===== src/lru_buffer_slot_table_macros.svh =====
// ---------------------------------------------------------------------------
// LRU buffer slot table - assertion macros
// Assertion forms used by the slot table top level.
// ---------------------------------------------------------------------------
`ifndef LRU_BUFFER_SLOT_TABLE_MACROS_SVH
`define LRU_BUFFER_SLOT_TABLE_MACROS_SVH

// Same-cycle implication, switched off while reset is high.
`define LBST_ASSERT_IMPLY(name, clk, rst, ante, cons) \
   name: assert property (@(posedge clk) disable iff (rst) (ante) |-> (cons)) \
      else $error("lbst: same-cycle check failed");

// Next-cycle implication, switched off while reset is high.
`define LBST_ASSERT_NEXT(name, clk, rst, ante, cons) \
   name: assert property (@(posedge clk) disable iff (rst) (ante) |=> (cons)) \
      else $error("lbst: next-cycle check failed");

`endif


===== src/lbst_pkg.sv =====
// ---------------------------------------------------------------------------
// LRU buffer slot table - shared package
// Widths, command and status codes, and the control/status structs that
// join the controller and the datapath.
// ---------------------------------------------------------------------------
package lbst_pkg;

   localparam int SLOTS_DEFAULT = 8;

   localparam int HANDLE_W   = 64;
   localparam int GEN_W      = 32;
   localparam int SLOT_REQ_W = 8;
   localparam int SLOT_W     = 3;
   localparam int STATUS_W   = 3;

   localparam logic [GEN_W-1:0] GEN_RESET = 32'd1;

   localparam logic CMD_REGISTER = 1'b0;
   localparam logic CMD_LOOKUP   = 1'b1;

   localparam logic [STATUS_W-1:0] ST_PRESENT  = 3'd0;
   localparam logic [STATUS_W-1:0] ST_FREE     = 3'd1;
   localparam logic [STATUS_W-1:0] ST_EVICT    = 3'd2;
   localparam logic [STATUS_W-1:0] ST_VALID    = 3'd3;
   localparam logic [STATUS_W-1:0] ST_OBSOLETE = 3'd4;

   // Commands from the controller to the datapath.
   typedef struct packed {
      logic                capture;    // take the request fields, start the first read
      logic                step;       // read the next stored handle
      logic                insert;     // write the handle, update fill count and recency
      logic                res_load;   // latch the result with res_status
      logic [STATUS_W-1:0] res_status;
      logic                emit;       // move the result into the output register
   } lbst_cmd_type;

   // Status from the datapath to the controller.
   typedef struct packed {
      logic is_lookup;
      logic handle_zero;
      logic lookup_ok;
      logic hit;
      logic more;
      logic full;
      logic rsp_free;
   } lbst_stat_type;

endpackage


===== src/lbst_ctrl.sv =====
// ---------------------------------------------------------------------------
// LRU buffer slot table - controller
// Sequences one request: capture, a scan or a single slot read, result.
// ---------------------------------------------------------------------------
module lbst_ctrl import lbst_pkg::*; (
   input  logic          clock,
   input  logic          reset,
   input  logic          req_valid,
   output logic          req_ready,
   input  lbst_stat_type stat,
   output lbst_cmd_type  cmd
);

   typedef enum logic [2:0] {
      STATE_IDLE = 3'b001,
      STATE_SCAN = 3'b010,
      STATE_EMIT = 3'b100
   } state_type;

   state_type state_ff;
   state_type state_in;

   assign req_ready = (state_ff == STATE_IDLE);

   always_comb begin
      state_in = state_ff;
      cmd      = '0;
      case (state_ff)
         STATE_IDLE: begin
            if (req_valid) begin
               cmd.capture = 1'b1;
               state_in    = STATE_SCAN;
            end
         end
         STATE_SCAN: begin
            if (stat.is_lookup) begin
               cmd.res_load   = 1'b1;
               cmd.res_status = stat.lookup_ok ? ST_VALID : ST_OBSOLETE;
               state_in       = STATE_EMIT;
            end else if (stat.handle_zero) begin
               cmd.res_load   = 1'b1;
               cmd.res_status = ST_OBSOLETE;
               state_in       = STATE_EMIT;
            end else if (stat.hit) begin
               cmd.res_load   = 1'b1;
               cmd.res_status = ST_PRESENT;
               state_in       = STATE_EMIT;
            end else if (stat.more) begin
               cmd.step = 1'b1;
            end else begin
               cmd.insert     = 1'b1;
               cmd.res_load   = 1'b1;
               cmd.res_status = stat.full ? ST_EVICT : ST_FREE;
               state_in       = STATE_EMIT;
            end
         end
         STATE_EMIT: begin
            if (stat.rsp_free) begin
               cmd.emit = 1'b1;
               state_in = STATE_IDLE;
            end
         end
         default: begin
            state_in = STATE_IDLE;
         end
      endcase
   end

   always_ff @(posedge clock) begin
      if (reset) begin
         state_ff <= STATE_IDLE;
      end else begin
         state_ff <= state_in;
      end
   end

endmodule


===== src/lbst_dpath.sv =====
// ---------------------------------------------------------------------------
// LRU buffer slot table - datapath
// Handle memory, fill count, recency list, generation register and the
// result and output registers.
// ---------------------------------------------------------------------------
module lbst_dpath import lbst_pkg::*; #(
   parameter int SLOTS = SLOTS_DEFAULT
) (
   input  logic                         clock,
   input  logic                         reset,
   input  logic                         req_command,
   input  logic        [HANDLE_W-1:0]   req_handle,
   input  logic signed [SLOT_REQ_W-1:0] req_slot_request,
   input  logic        [GEN_W-1:0]      req_request_generation,
   input  logic                         csr_write_enable,
   input  logic        [GEN_W-1:0]      csr_write_data,
   input  lbst_cmd_type                 cmd,
   output lbst_stat_type                stat,
   output logic                         rsp_valid,
   input  logic                         rsp_ready,
   output logic        [SLOT_W-1:0]     rsp_slot,
   output logic        [HANDLE_W-1:0]   rsp_stored_handle,
   output logic        [STATUS_W-1:0]   rsp_status
);

   localparam int IW = (SLOTS > 1) ? $clog2(SLOTS) : 1;
   localparam int CW = IW + 1;

   // Captured request.
   logic                  command_ff,  command_in;
   logic [HANDLE_W-1:0]   handle_ff,   handle_in;
   logic [SLOT_REQ_W-1:0] slot_req_ff, slot_req_in;
   logic [GEN_W-1:0]      req_gen_ff,  req_gen_in;

   logic [GEN_W-1:0]      gen_ff,        gen_in;
   logic [CW-1:0]         fill_count_ff, fill_count_in;
   logic [IW-1:0]         scan_idx_ff,   scan_idx_in;

   logic [HANDLE_W-1:0]   mem [SLOTS];
   logic [HANDLE_W-1:0]   rd_data_ff;
   logic [IW-1:0]         rd_addr;
   logic                  rd_en;
   logic [IW-1:0]         recency_ff [SLOTS];

   logic [STATUS_W-1:0]   res_status_ff, res_status_in;
   logic [SLOT_W-1:0]     res_slot_ff,   res_slot_in;
   logic [HANDLE_W-1:0]   res_handle_ff, res_handle_in;

   logic                  rsp_valid_ff,  rsp_valid_in;
   logic [STATUS_W-1:0]   rsp_status_ff, rsp_status_in;
   logic [SLOT_W-1:0]     rsp_slot_ff,   rsp_slot_in;
   logic [HANDLE_W-1:0]   rsp_handle_ff, rsp_handle_in;

   logic [IW-1:0]         scan_next;
   logic [IW-1:0]         target;
   logic [IW+2:0]         scan_wide;
   logic [IW+2:0]         target_wide;
   logic [SLOT_REQ_W-1:0] fill_wide;
   logic                  in_fill;
   logic                  full;

   assign scan_next   = scan_idx_ff + 1'b1;
   assign full        = (fill_count_ff == CW'(SLOTS));
   assign target      = full ? recency_ff[SLOTS-1] : fill_count_ff[IW-1:0];
   assign scan_wide   = {3'b000, scan_idx_ff};
   assign target_wide = {3'b000, target};
   assign fill_wide   = {{(SLOT_REQ_W-CW){1'b0}}, fill_count_ff};
   assign in_fill     = ({1'b0, scan_idx_ff} < fill_count_ff);

   // Occupied slots always form the range below the fill count.
   always_comb begin
      stat.is_lookup   = (command_ff == CMD_LOOKUP);
      stat.handle_zero = (handle_ff == '0);
      stat.lookup_ok   = !slot_req_ff[SLOT_REQ_W-1] && (slot_req_ff < fill_wide)
                         && (req_gen_ff == gen_ff);
      stat.hit         = in_fill && (rd_data_ff == handle_ff);
      stat.more        = (({1'b0, scan_idx_ff} + CW'(1)) < fill_count_ff);
      stat.full        = full;
      stat.rsp_free    = !rsp_valid_ff || rsp_ready;
   end

   always_comb begin
      command_in  = cmd.capture ? req_command            : command_ff;
      handle_in   = cmd.capture ? req_handle             : handle_ff;
      slot_req_in = cmd.capture ? req_slot_request       : slot_req_ff;
      req_gen_in  = cmd.capture ? req_request_generation : req_gen_ff;
      gen_in      = csr_write_enable ? csr_write_data : gen_ff;

      fill_count_in = fill_count_ff;
      if (cmd.insert && !full) begin
         fill_count_in = fill_count_ff + CW'(1);
      end

      scan_idx_in = scan_idx_ff;
      if (cmd.capture) begin
         scan_idx_in = '0;
      end else if (cmd.step) begin
         scan_idx_in = scan_next;
      end

      rd_en = cmd.capture || cmd.step;
      if (cmd.capture) begin
         rd_addr = (req_command == CMD_LOOKUP) ? req_slot_request[IW-1:0] : '0;
      end else begin
         rd_addr = scan_next;
      end
   end

   always_comb begin
      res_status_in = res_status_ff;
      res_slot_in   = res_slot_ff;
      res_handle_in = res_handle_ff;
      if (cmd.res_load) begin
         res_status_in = cmd.res_status;
         case (cmd.res_status)
            ST_PRESENT: begin
               res_slot_in   = scan_wide[SLOT_W-1:0];
               res_handle_in = '0;
            end
            ST_FREE, ST_EVICT: begin
               res_slot_in   = target_wide[SLOT_W-1:0];
               res_handle_in = '0;
            end
            ST_VALID: begin
               res_slot_in   = slot_req_ff[SLOT_W-1:0];
               res_handle_in = rd_data_ff;
            end
            default: begin
               res_slot_in   = '0;
               res_handle_in = '0;
            end
         endcase
      end
   end

   always_comb begin
      rsp_status_in = rsp_status_ff;
      rsp_slot_in   = rsp_slot_ff;
      rsp_handle_in = rsp_handle_ff;
      if (cmd.emit) begin
         rsp_valid_in  = 1'b1;
         rsp_status_in = res_status_ff;
         rsp_slot_in   = res_slot_ff;
         rsp_handle_in = res_handle_ff;
      end else if (rsp_ready) begin
         rsp_valid_in  = 1'b0;
      end else begin
         rsp_valid_in  = rsp_valid_ff;
      end
   end

   // Handle memory: one write and one registered read port.
   always_ff @(posedge clock) begin
      if (cmd.insert) begin
         mem[target] <= handle_ff;
      end
      if (rd_en) begin
         rd_data_ff <= mem[rd_addr];
      end
   end

   // Recency list, most recent first. A new or evicted slot always enters
   // at the front and the tail drops off.
   always_ff @(posedge clock) begin
      if (cmd.insert) begin
         recency_ff[0] <= target;
         for (int i = 1; i < SLOTS; i++) begin
            recency_ff[i] <= recency_ff[i-1];
         end
      end
   end

   always_ff @(posedge clock) begin
      command_ff    <= command_in;
      handle_ff     <= handle_in;
      slot_req_ff   <= slot_req_in;
      req_gen_ff    <= req_gen_in;
      scan_idx_ff   <= scan_idx_in;
      res_status_ff <= res_status_in;
      res_slot_ff   <= res_slot_in;
      res_handle_ff <= res_handle_in;
      rsp_status_ff <= rsp_status_in;
      rsp_slot_ff   <= rsp_slot_in;
      rsp_handle_ff <= rsp_handle_in;
   end

   always_ff @(posedge clock) begin
      if (reset) begin
         gen_ff        <= GEN_RESET;
         fill_count_ff <= '0;
         rsp_valid_ff  <= 1'b0;
      end else begin
         gen_ff        <= gen_in;
         fill_count_ff <= fill_count_in;
         rsp_valid_ff  <= rsp_valid_in;
      end
   end

   assign rsp_valid         = rsp_valid_ff;
   assign rsp_status        = rsp_status_ff;
   assign rsp_slot          = rsp_slot_ff;
   assign rsp_stored_handle = rsp_handle_ff;

endmodule


===== src/lru_buffer_slot_table.sv =====
// ---------------------------------------------------------------------------
// LRU buffer slot table - top level
// Maps nonzero 64-bit buffer handles to slot numbers with least recently
// filled replacement, and validates slot lookups against a generation.
// ---------------------------------------------------------------------------
// The table holds SLOTS handles and works on one request at a time. A
// register request scans the stored handles one per cycle through the
// single read port of the handle memory, stopping at the first match; only
// occupied slots are scanned, because slots fill from zero upwards and are
// never emptied, so a fill count stands in for per-slot valid bits and no
// clearing pass is needed after reset. An empty table, a zero handle or a
// match in slot 0 ends a register request on its first read; a miss ends it
// after the last occupied slot and writes the new handle. A lookup reads
// only the requested slot. The result is latched in the result register
// and then moved into the output register. The next request is taken in
// the cycle after the result enters the output register; a result that is
// not taken holds the block in that last step until the output register
// frees. The current generation, which resets to one, is written through
// the csr port by the user while the block is idle (not enforced).
// ---------------------------------------------------------------------------
`include "lru_buffer_slot_table_macros.svh"

module lru_buffer_slot_table import lbst_pkg::*; #(
   parameter int SLOTS = SLOTS_DEFAULT
) (
   input  logic                         clock,
   input  logic                         reset,

   // Request channel.
   input  logic                         req_valid,
   output logic                         req_ready,
   input  logic                         req_command,
   input  logic        [HANDLE_W-1:0]   req_handle,
   input  logic signed [SLOT_REQ_W-1:0] req_slot_request,
   input  logic        [GEN_W-1:0]      req_request_generation,

   // Response channel.
   output logic                         rsp_valid,
   input  logic                         rsp_ready,
   output logic        [SLOT_W-1:0]     rsp_slot,
   output logic        [HANDLE_W-1:0]   rsp_stored_handle,
   output logic        [STATUS_W-1:0]   rsp_status,

   // Current generation register.
   input  logic                         csr_write_enable,
   input  logic        [GEN_W-1:0]      csr_write_data
);

   lbst_cmd_type  cmd;
   lbst_stat_type stat;

   // The controller decides each step from the datapath status; the
   // datapath owns every stored value.
   lbst_ctrl u_ctrl (
      .clock     (clock),
      .reset     (reset),
      .req_valid (req_valid),
      .req_ready (req_ready),
      .stat      (stat),
      .cmd       (cmd)
   );

   lbst_dpath #(
      .SLOTS (SLOTS)
   ) u_dpath (
      .clock                  (clock),
      .reset                  (reset),
      .req_command            (req_command),
      .req_handle             (req_handle),
      .req_slot_request       (req_slot_request),
      .req_request_generation (req_request_generation),
      .csr_write_enable       (csr_write_enable),
      .csr_write_data         (csr_write_data),
      .cmd                    (cmd),
      .stat                   (stat),
      .rsp_valid              (rsp_valid),
      .rsp_ready              (rsp_ready),
      .rsp_slot               (rsp_slot),
      .rsp_stored_handle      (rsp_stored_handle),
      .rsp_status             (rsp_status)
   );

   // A presented result always carries one of the five defined status codes,
   // which run contiguously from zero.
   `LBST_ASSERT_IMPLY(a_status_legal, clock, reset, rsp_valid, rsp_status <= ST_OBSOLETE)

   // Only a valid lookup returns a handle.
   `LBST_ASSERT_IMPLY(a_handle_only_on_valid, clock, reset, rsp_valid && (rsp_status != ST_VALID), rsp_stored_handle == '0)

   // One request at a time: after a transfer in, the block is busy.
   `LBST_ASSERT_NEXT(a_busy_after_accept, clock, reset, req_valid && req_ready, !req_ready)

   // The table is written only for a register request with a nonzero handle.
   `LBST_ASSERT_IMPLY(a_insert_on_register, clock, reset, cmd.insert, !stat.is_lookup && !stat.handle_zero)

endmodule


===== config.mk =====
export PLATFORM = sky130hd
export DESIGN_NAME = lru_buffer_slot_table
export DESIGN_NICKNAME = d
export VERILOG_FILES = /design/src/lbst_pkg.sv /design/src/lbst_ctrl.sv /design/src/lbst_dpath.sv /design/src/lru_buffer_slot_table.sv
export VERILOG_INCLUDE_DIRS = /design/src /design/src/src
export SDC_FILE = /design/constraint.sdc
export NUM_CORES = 1
export LEC_CHECK = 0
export BUFFER_PORTS_ARGS = -buffer_cell sky130_fd_sc_hd__buf_2
export CORE_MARGIN = 3
export CORE_UTILIZATION = 39
export CTS_CLUSTER_SIZE = 28
export DETAILED_ROUTE_END_ITERATION = 6
export HOLD_SLACK_MARGIN = 0.1
export MAX_ROUTING_LAYER = met4
export PLACE_DENSITY = 0.63
export SYNTH_ARGS = -nofsm -noshare
export SYNTH_HDL_FRONTEND = slang
export SYNTH_HIERARCHICAL = 1
export SYNTH_SLANG_ARGS = --single-unit

===== constraint.sdc =====
create_clock -name clock -period 25 [get_ports clock]
set_clock_uncertainty 0.15 [all_clocks]
set_input_delay 0 -clock clock [delete_from_list [all_inputs] [get_ports clock]]
set_output_delay 0 -clock clock [all_outputs]
set_load 0.02 [all_outputs]

---- Word-level counts from Yosys, hierarchy flattened ----
Memories as Yosys holds them, arrays and structs flattened. A register that Yosys moved wholly into a read port is not among the register bits.
Index checks and enable logic that the tools add are counted.
word-level totals
  input port bits ......................... 142
  logic and storage cells ................. 79
  bits in writable memories ............... 536
  output and inout bits ................... 72
  register bits ........................... 288
  memories ................................ 2
memory list
  name                depth  width  read ports  clocked after Yosys merged registers in  wr ports  line              text
  u_dpath.mem         8      64     1           1                                        1         lbst_dpath.sv:39  logic [HANDLE_W-1:0] mem [SLOTS];
  u_dpath.recency_ff  8      3      8           0                                        8         lbst_dpath.sv:43  logic [IW-1:0] recency_ff [SLOTS];
cells by class
  reductions and logical operators ........ 14
  eq/ne operators ......................... 12
  mux-type cells .......................... 30
  add/subtract/negate cells ............... 3
  order comparisons ....................... 3
operators by type and width
  kind                 number
  $eq 64x64->1         1
  $logic_not 64->1     1
  $eq 32x32->1         1
  $mux 3               10
  $pmux 3 s3           2
  $mux 4               3
  $eq 3x2->1 const B   3
  $mux 1               9
  $lt 8x4->1           1
  $mux 2               4
  $eq 3x1->1 const B   2
  $mux 6               1
  $mux 5               1
  $ne 5x4->1 const B   1
  $add 3x1->4 const B  1
  $add 4x1->4 const B  1
  $eq 4x4->1 const B   1
  $logic_and 1x1->1    4
  $lt 3x4->1           1
  $lt 4x4->1           1
  $ne 2x2->1 const B   2
  $add 3x1->3 const B  1
  $eq 3x3->1 const B   1
  $logic_not 1->1      3
  5 further kinds      6

---- Longest topological paths before layout ----
Gate-level depths: netlist of run 1.
  word-level depth ........................ 10
  gate-level depth with buffers ........... 13
  mapped depth without buffers ............ 12

---- By module ----
Netlist of run 1, hierarchy kept.
by module, submodules not included
  module      cells an instance  area an instance (um2)  times used  seq. area each (um2)
  lbst_dpath  2075               33624.7                 1           26175.1
  lbst_ctrl   28                 252.7                   1           60.1

---- Least setup slack after synthesis of run 1 ----
OpenSTA, ideal clock, no wires.
  kind .................................... register -> register
  from .................................... register u_dpath.scan_idx_ff[0]
  to ...................................... memory u_dpath.mem[2][0], enable pin
  setup time .............................. 564 ps
  cell stages (with the launch flop) ...... 11
  buffers on the path ..................... 0
  data required time ...................... 24286 ps
  arrival time ............................ 7817 ps
  clock period less this slack ............ 8531 ps
  path slack .............................. 16469 ps
  path through ............................ dfxtp_1 > ha_1 > ha_1 > a21boi_0 > o21ai_0 > nand2b_1 > a21oi_1 > or4_1 > nor2_1 > nand2_1 > nor3_1
RTL lines
  what                    line               text
  start, declared         lbst_dpath.sv:37   logic [IW-1:0] scan_idx_ff, scan_idx_in;
  start signal, assigned  lbst_dpath.sv:178  scan_idx_ff <= scan_idx_in;
  end, declared           lbst_dpath.sv:39

==> summary.md, run 1 <==
| Metric | Value |
|---|---|
| FF+latch count, synth | `just under 900` |
| Worst Hold Endpoint | `u_dpath/rsp_stored_handle[51]$_DFFE_PP_` |
| Setup violators final | `0` |
| Reg-to-Reg Start | `u_dpath/fill_count_ff[1]$_SDFFE_PP0P_` |
| Hold_ws | `243 ps` |
| RSZ-0062 raised after global routing | `false` |
| HP Class | `register to register` |
| Final #Nets | `between 2000 and 3000` |
| Final hold violation count | `0` |
| Die Ht | `301 um` |
| Power per Cell Area | `76.8 nW/um2` |
| Post-Syn Area per Cell | `16.1 um2` |
| WL per Instance | `22.2 um` |
| Max-Cap Viols | `0` |
| Area grow syn2layout | `25.5%` |
| Peak VDD IR | `0.0546 mV` |
| Die W | `approximately 300 um` |
| First-pass GRT wire length | `129 mm` |
| Most frequent cells in the layout | `edfxtp_1 (845), dlygate4sd3_1 (343), nand2_1 (330), buf_2 (213), a21oi_1 (135)` |
| FF+latch area | `26200 um2` |
| Skew-Pair Late Insertion Delay | `650 ps` |
| Number of cells on the worst hold path | `0` |
| Setup CP Type | `register to register` |
| Post-synth EDFFs | `about 850` |
| Largest buffer count on any clock path | `3` |
| Slew Limit Fails | `0` |
| Initial DRC Count | `1567` |
| Final min period | `5240 ps` |
| Post-DRT Antenna Nets | `0` |
| Worst setup SP type | `register` |
| Clock sinks | `888` |
| Distinct cells, synth | `52` |
| Sequential share of the synthesized area | `77.4%` |
| Critical path data arrival time | `5330 ps` |
| Area taken by multi-input logic gates | `7120 um2` |
| Grt total ovfl | `0` |
| Dpl hpwl | `46.2 mm` |
| Final worst-path cycle share | `about a fifth` |
| Worst EP required | `25090 ps` |
| Largest net degree at the start of global routing | `179` |
| Worst-path fanout max | `45` |
| Vias in the first global route | `20700` |
| Routability cong. | `0.782` |
| Post-synth ARST share | `0%` |
| Hold Crit Start | `u_dpath/res_handle_ff[51]$_SDFFCE_PP0P_` |
| Starting Density | `39.5%` |
| Worst r2r dst | `u_dpath/mem[0][11]$_DFFE_PP_` |
| Post-CTS resize count | `0` |
| Synthesis Warnings | `6` |
| Reg2reg path depth | `12` |
| CTS tree | `yes` |
| Cells after Synth | `2103` |
| Lkg Pwr | `14.4 nW` |
| Clock root buffer | `clkbuf_16` |
| Worst-margin pin slew | `1250 ps` |
| Initial antenna violation count | `7` |
| Synthesized cell area | `around 34000 um2` |
| Router iterations before antenna repair | `7` |
| Layout cells sized above 1 | `between 10% and 20%` |
| Routed wire length | `86.4 mm` |
| Flop-to-flop setup slack | `19760 ps` |
| Die Area | `90400 um2` |
| Core Area | `85700 um2` |
| Via count | `20300` |
| Ys flop type | `edfxtp_1` |
| TNS Setup | `0 ps` |
| Total CTS buffers | `92` |
| Leading cell type in the layout, fill and taps excluded | `edfxtp_1` |
| Port Buffer Count | `213` |
| Post-Syn Nets | `2256` |
| Crit end category | `register` |
| Overall routing resource usage | `19.6%` |
| Fmax | `191 MHz` |
| Slew HR | `16.5%` |
| Remaining DRCs | `0` |
| CTS H-tree depth | `3` |
| Row count | `107` |
| Worst-path clk slew | `60 ps` |
| Filler cell count | `7069` |
| Via/cell ratio | `5.23` |
| Outcome | `finished, final reports clean` |
| I/O pins | `between 200 and 250` |
## cells by family after synthesis
logic type	count (synthesis)	share of synthesized area, %
DFF	888	77.4
and+or+nand+nor	598	8.13
AOI/OAI and AO/OA	285	6.67
buffers and inverters	121	1.82
xor gates and xnor gates	102	2.64
muxes	98	2.90
adders and majority gates	11	0.406
## per-layer routing
layer | vias to the layer above | global-route usage, % | wire length [um]
met5 | - | - | 0
met4 | 0 | 6.67 | 2760
met3 | 175 | 3.40 | 5860
met2 | 834 | 31.4 | 42100
met1 | 10200 | 25.3 | 35700
li1 | 9111 | - | -
## Yosys cell counts, drive strengths merged, types with 3 or more instances
cell type  count  area share (%)
a211o          3           0.078
a21oi        136             2.0
a221oi        64             2.5
a31o          65             1.7
and2          65             1.2
buf           79             1.3
clkbuf        31            0.35
dfxtp         43             2.5
edfxtp       845              75
ha            11            0.41
inv           11            0.12
mux2i         98             2.9
nand2        331             3.7
nand2b         6            0.13
nand3         68             1.0
nand4         20            0.37
nor2          49            0.54
nor3           8            0.12
nor4          33            0.61
o211ai         3           0.066
o21ai          4           0.059
o22ai          3           0.055
or4b           4            0.12
xnor2         52             1.3
xor2          50             1.3
## worst max-delay path by stage
stage	from	to	slack, ps	cells after the start
floorplan	u_dpath/scan_idx_ff[0]$_SDFFE_PP0P_	u_dpath/mem[2][0]$_DFFE_PP_	16470	10
global placement	u_dpath/fill_count_ff[1]$_SDFFE_PP0P_	u_dpath/mem[0][29]$_DFFE_PP_	20010	12
detailed placement	u_dpath/fill_count_ff[1]$_SDFFE_PP0P_	u_dpath/mem[1][29]$_DFFE_PP_	19860	12
CTS	u_dpath/fill_count_ff[1]$_SDFFE_PP0P_	u_dpath/mem[1][11]$_DFFE_PP_	19790	12
global route	u_dpath/fill_count_ff[1]$_SDFFE_PP0P_	u_dpath/mem[0][10]$_DFFE_PP_	19640	12
finish	u_dpath/fill_count_ff[1]$_SDFFE_PP0P_	u_dpath/mem[0][11]$_DFFE_PP_	19760	12
## sequential cells by signal, summed over array words and instances, names as in the netlist, 4 cells and up
name,cells
u_dpath/rd_data_ff,64
u_dpath/handle_ff,64
u_dpath/mem,512
u_dpath/fill_count_ff,4
u_dpath/gen_ff,32
u_dpath/req_gen_ff,32
u_dpath/slot_req_ff,8
u_dpath/rsp_stored_handle,64
u_dpath/res_handle_ff,64
u_dpath/recency_ff,24
## final cells by class
| cell class | count | area share, % |
|---|---|---|
| sequential | 888 | 61.7 |
| antenna | 7 | 0.0412 |
| clock buffer | 115 | 5.76 |
| multi-input combinational | 1094 | 16.8 |
| timing repair buffer | 580 | 11.1 |
| tap | 1144 | 3.37 |
| inverter | 11 | 0.103 |
| clock inverter | 49 | 1.14 |
## through the flow
step	total power [mW]	area, um2	std cells	utilization (%)	setup slack [ps]
final	3.27	42500	3888	49.6	19760
after global routing	3.38	42500	3887	49.6	19640
after CTS	3.29	42500	3881	49.6	19790
after detailed placement	1.92	36100	3374	42.2	19860
after global placement	1.91	36100	3374	42.2	20010
after floorplan	1.84	33900	2103	-	16470
## report_power, final
| part | total [mW] | leakage, nW | switching [mW] | internal [mW] |
|---|---|---|---|---|
| Sequential | 1.71 | 8.11 | 0.0420 | 1.67 |
| Combinational | 0.222 | 4.89 | 0.120 | 0.102 |
| Clock | 1.33 | 1.44 | 0.563 | 0.768 |
## worst max-delay path: stages, from the launching register on
cell	delay (ps)
dfxtp_1	400
inv_1	130
ha_1	310
a21o_1	130
a21oi_1	160
o211ai_1	380
nor3_1	260
or4_1	620
nor2_2	130
buf_4	350
nand2_1	260
nor2_4	740
buf_4	800
## repair_timing
| action | in CTS | in global routing |
|---|---|---|
| endpoints found under the hold margin | 163 | 0 |
| hold buffers | 343 | 0 |
| setup buffers | 0 | 0 |
(Power assumes the default switching activity.)
==> run 2, diff against run 1 <==
--- a/config.mk
+++ b/config.mk
@@ -6,6 +6,7 @@
 export SDC_FILE = /design/constraint.sdc
 export NUM_CORES = 1
 export LEC_CHECK = 0
+export ABC_AREA = 1
 export BUFFER_PORTS_ARGS = -buffer_cell sky130_fd_sc_hd__buf_2
 export CORE_MARGIN = 3
 export CORE_UTILIZATION = 39
==> constraint.sdc (replaced) <==
create_clock -name clock -period 4.9 [get_ports clock]
set_clock_uncertainty 0.15 [all_clocks]
set_input_delay 0 -clock clock [delete_from_list [all_inputs] [get_ports clock]]
set_output_delay 0 -clock clock [all_outputs]
set_load 0.02 [all_outputs]
==> run 2 against run 1 <==
Against the previous run:
- synthesized cell count increased by 36%
- maximum frequency increased by 31%
- hold slack got worse by 81 ps
- sequential power increased to 5.1 times the previous value
- clock-buffer cell count increased by 5
- die area increased by 3.6%
- synthesized area increased by 3.7%
- power increased to 5.3 times the previous value
- final area increased by 3.1%
- setup slack got worse by 19000 ps
- combinational power increased to 6.2 times the previous value
- non-clock buffer count decreased by 25
- highest routed layer unchanged
==> summary.md, run 2 <==
| Metric | Value |
|---|---|
| CTS H-tree depth | `3 (unchanged)` |
| Overall routing resource usage | `18.9% (was 19.6%)` |
| Worst EP required | `5270 ps (was 25090 ps)` |
| Worst-margin pin slew | `1090 ps (was 1250 ps)` |
| Via count | `22500 (was 20300)` |
| Grt total ovfl | `0 (unchanged)` |
| Die Area | `93700 um2 (was 90400 um2)` |
| Outcome | `finished, final reports clean (unchanged)` |
| Top cells by count, synth | `nand2_1 (1088), edfxtp_1 (845), inv_1 (208) (was edfxtp_1 (845), nand2_1 (330), a21oi_1 (135))` |
| Initial antenna violation count | `11 (was 7)` |
| Routed wire length | `86.5 mm (was 86.4 mm)` |
| Routed wl met3 | `5.82 mm (was 5.86 mm)` |
| Die W | `306 um (was 301 um)` |
| Final worst-path cycle share | `81.8% (was 21.0%)` |
| Total CTS buffers | `93 (was 92)` |
| M1 wire length | `37.7 mm (was 35.7 mm)` |
| Slew HR | `27.1% (was 16.5%)` |
| Post-Syn Area per Cell | `12.2 um2 (was 16.1 um2)` |
| CP startpoint | `u_ctrl/state_ff[1]$_SDFFE_PP0P_ (was u_dpath/fill_count_ff[1]$_SDFFE_PP0P_)` |
| Leading cell type in the layout, fill and taps excluded | `nand2_1 (was edfxtp_1)` |
| Setup Buffers After CTS | `0 (unchanged)` |
| Skew-Pair Late Insertion Delay | `660 ps (was 650 ps)` |
| Post-synth EDFFs | `845 (unchanged)` |
| Crit end category | `register (unchanged)` |
| Starting Density | `39.6% (was 39.5%)` |
| Worst setup path endpoint | `u_dpath/rd_data_ff[49]$_DFFE_PP_ (was u_dpath/mem[0][11]$_DFFE_PP_)` |
| Worst r2r dst | `u_dpath/rd_data_ff[49]$_DFFE_PP_ (was u_dpath/mem[0][11]$_DFFE_PP_)` |
| Clock sinks | `888 (unchanged)` |
| WL per Instance | `18.6 um (was 22.2 um)` |
| Sequential share of the synthesized area | `74.7% (was 77.4%)` |
| Reg-to-Reg Start | `u_ctrl/state_ff[1]$_SDFFE_PP0P_ (was u_dpath/fill_count_ff[1]$_SDFFE_PP0P_)` |
| Area grow syn2layout | `24.7% (was 25.5%)` |
| Post-DRT Antenna Nets | `0 (unchanged)` |
| Setup violators final | `0 (unchanged)` |
| Core Util, Final | `49.3% (was 49.6%)` |
| Port Buffer Count | `213 (unchanged)` |
| CTS hold repair buffers | `310 (was 343)` |
| Setup WS pre-CTS | `872 ps (was 19860 ps)` |
| Initial DRC Count | `1626 (was 1567)` |
| Row count | `109 (was 107)` |
| Peak VDD IR | `0.287 mV (was 0.0546 mV)` |
| Final hold violation count | `0 (unchanged)` |
| Routability cong. | `0.775 (was 0.782)` |
| Final WS setup | `889 ps (was 19760 ps)` |
| Remaining DRCs | `0 (unchanged)` |
| Largest reg by FF count | `u_dpath/mem (unchanged)` |
| Worst-path clk slew | `60 ps (about the same)` |
| Largest net degree at the start of global routing | `129 (was 179)` |
| Critical path data arrival time | `4380 ps (was 5330 ps)` |
| Fmax | `249 MHz (was 191 MHz)` |
| Worst setup SP type | `register (unchanged)` |
| Clock root buffer | `clkbuf_16 (unchanged)` |
| Lkg Pwr | `17.0 nW (was 14.4 nW)` |
| Setup CP Type | `register to register (unchanged)` |
| Fin cells | `4656 (was 3888)` |
| Final min period | `4010 ps (was 5240 ps)` |
| First-pass GRT wire length | `132 mm (was 129 mm)` |
| Post-Syn Nets | `3023 (was 2256)` |
| Filler cell count | `7570 (was 7069)` |
| Cells after Synth | `2870 (was 2103)` |
| Top cells by area, synth | `edfxtp_1 (72%), nand2_1 (12%), o211ai_1 (2.8%) (was edfxtp_1 (75%), nand2_1 (3.7%), mux2i_1 (2.9%))` |
| RSZ-0062 raised after global routing | `false (unchanged)` |
| Via/cell ratio | `4.84 (was 5.23)` |
| Die Ht | `306 um (was 301 um)` |
| HP Class | `input port to register (was register to register)` |
| Core Area | `88800 um2 (was 85700 um2)` |
| Post-synth ARST share | `0% (unchanged)` |
| Post-CTS resize count | `0 (unchanged)` |
| Top-count cell post-synth | `nand2_1 (was edfxtp_1)` |
| Layout cells sized above 1 | `12.2% (was 16.0%)` |
| Dpl hpwl | `45.1 mm (was 46.2 mm)` |
| Vias in the first global route | `22200 (was 20700)` |
| Synthesized cell area | `35100 um2 (was 33900 um2)` |
| Worst-path fanout max | `85 (was 45)` |
| Final #Nets | `3558 (was 2820)` |
| I/O pins | `214 (unchanged)` |
| Largest buffer count on any clock path | `3 (unchanged)` |
| Uppermost layer routed | `met4 (unchanged)` |
| Slew Limit Fails | `0 (unchanged)` |
| Area fraction of the dominant cell type after synthesis | `72.2% (was 74.9%)` |
| Ys flop type | `edfxtp_1 (unchanged)` |
| Power per Cell Area | `392 nW/um2 (was 76.8 nW/um2)` |
| Most frequent cells in the layout | `nand2_1 (1086), edfxtp_1 (845), dlygate4sd3_1 (310), buf_2 (213), inv_1 (205) (was edfxtp_1 (845), dlygate4sd3_1 (343), nand2_1 (330), buf_2 (213), a21oi_1 (135))` |
| Max reg flops | `512 (unchanged)` |
| FF+latch count, synth | `888 (unchanged)` |
| Leading area contributor after synthesis | `edfxtp_1 (unchanged)` |
| Distinct cells, synth | `40 (was 52)` |
| Synthesis Warnings | `6 (unchanged)` |
| Max-Cap Viols | `0 (unchanged)` |
| Routed wl met2 | `40.6 mm (was 42.1 mm)` |
| Placed cell count | `4165 (was 3374)` |
| Reg2reg path depth | `14 (was 12)` |
| Router iterations before antenna repair | `6 (was 7)` |
| CTS tree | `yes (unchanged)` |
| Hold_ws | `162 ps (was 243 ps)` |
| Flop-to-flop setup slack | `890 ps (was 19760 ps)` |
## run 2: worst min-delay path by stage
stage                                          start                          endpoint  depth (start not counted)
final                               csr_write_enable    u_dpath/gen_ff[1]$_SDFFE_PP0P_                          4
after global routing                csr_write_enable    u_dpath/gen_ff[1]$_SDFFE_PP0P_                          4
after CTS                           csr_write_enable    u_dpath/gen_ff[1]$_SDFFE_PP0P_                          4
after detailed placement  req_request_generation[17]  u_dpath/req_gen_ff[17]$_DFFE_PP_                          1
after global placement    req_request_generation[20]  u_dpath/req_gen_ff[20]$_DFFE_PP_                          1
after floorplan                                reset   u_ctrl/state_ff[1]$_SDFFE_PP0P_                          1
## run 2: layout make-up
type                    instances  area (um2)  share of cell area, %
well taps                    1165        1460                   3.33
diodes                         10        25.0                 0.0571
clock inverters                51         561                   1.28
flip-flops and latches        888       26200                   59.9
inverters                     218         836                   1.91
clock buffers                 120        2470                   5.64
repair buffers                555        4650                   10.6
multi-input cells            1649        7580                   17.3
## run 2: kinds of logic after synthesis
kind of cell | share of synthesized area, %
xor gates and xnor gates | 1.37
adders and majority gates | 0.392
and+or+nand+nor | 15.5
buffers and inverters | 4.07
DFF | 74.7
AOI/OAI and AO/OA | 3.99
## run 2: critical path: stages, from the launching register on
cell,delay [ps]
dfxtp_1,450
inv_2,80
nand3_2,80
inv_1,60
nand2_1,150
clkinvlp_4,630
inv_2,300
nand2_1,170
nand2_8,390
buf_4,810
or2_0,220
o211ai_1,110
nand2_1,110
nand2_1,60
nand2_1,70
## run 2: per-stage QoR
| step | TNS [ps] | total power [mW] | area, um2 |
|---|---|---|---|
| final | 0 | 17.2 | 43800 |
| after detailed placement | 0 | 10.1 | 37700 |
| after global placement | 0 | 10.1 | 37700 |
| after CTS | 0 | 17.3 | 43800 |
| after global routing | 0 | 17.8 | 43800 |
| after floorplan | -10230 | 9.67 | 35200 |
## run 2: routing by layer
layer,global-route usage [%],vias up
met4,5.89,0
met5,-,-
li1,-,10800
met1,24.7,10800
met3,3.47,143
met2,30.1,743
## run 2: power by group
part	leakage, nW	total (mW)	switching [mW]	internal, mW
Clock	1.46	6.98	2.92	4.06
Combinational	7.36	1.38	0.840	0.544
Sequential	8.16	8.80	0.215	8.58
Total	17.0	17.2	3.97	13.2
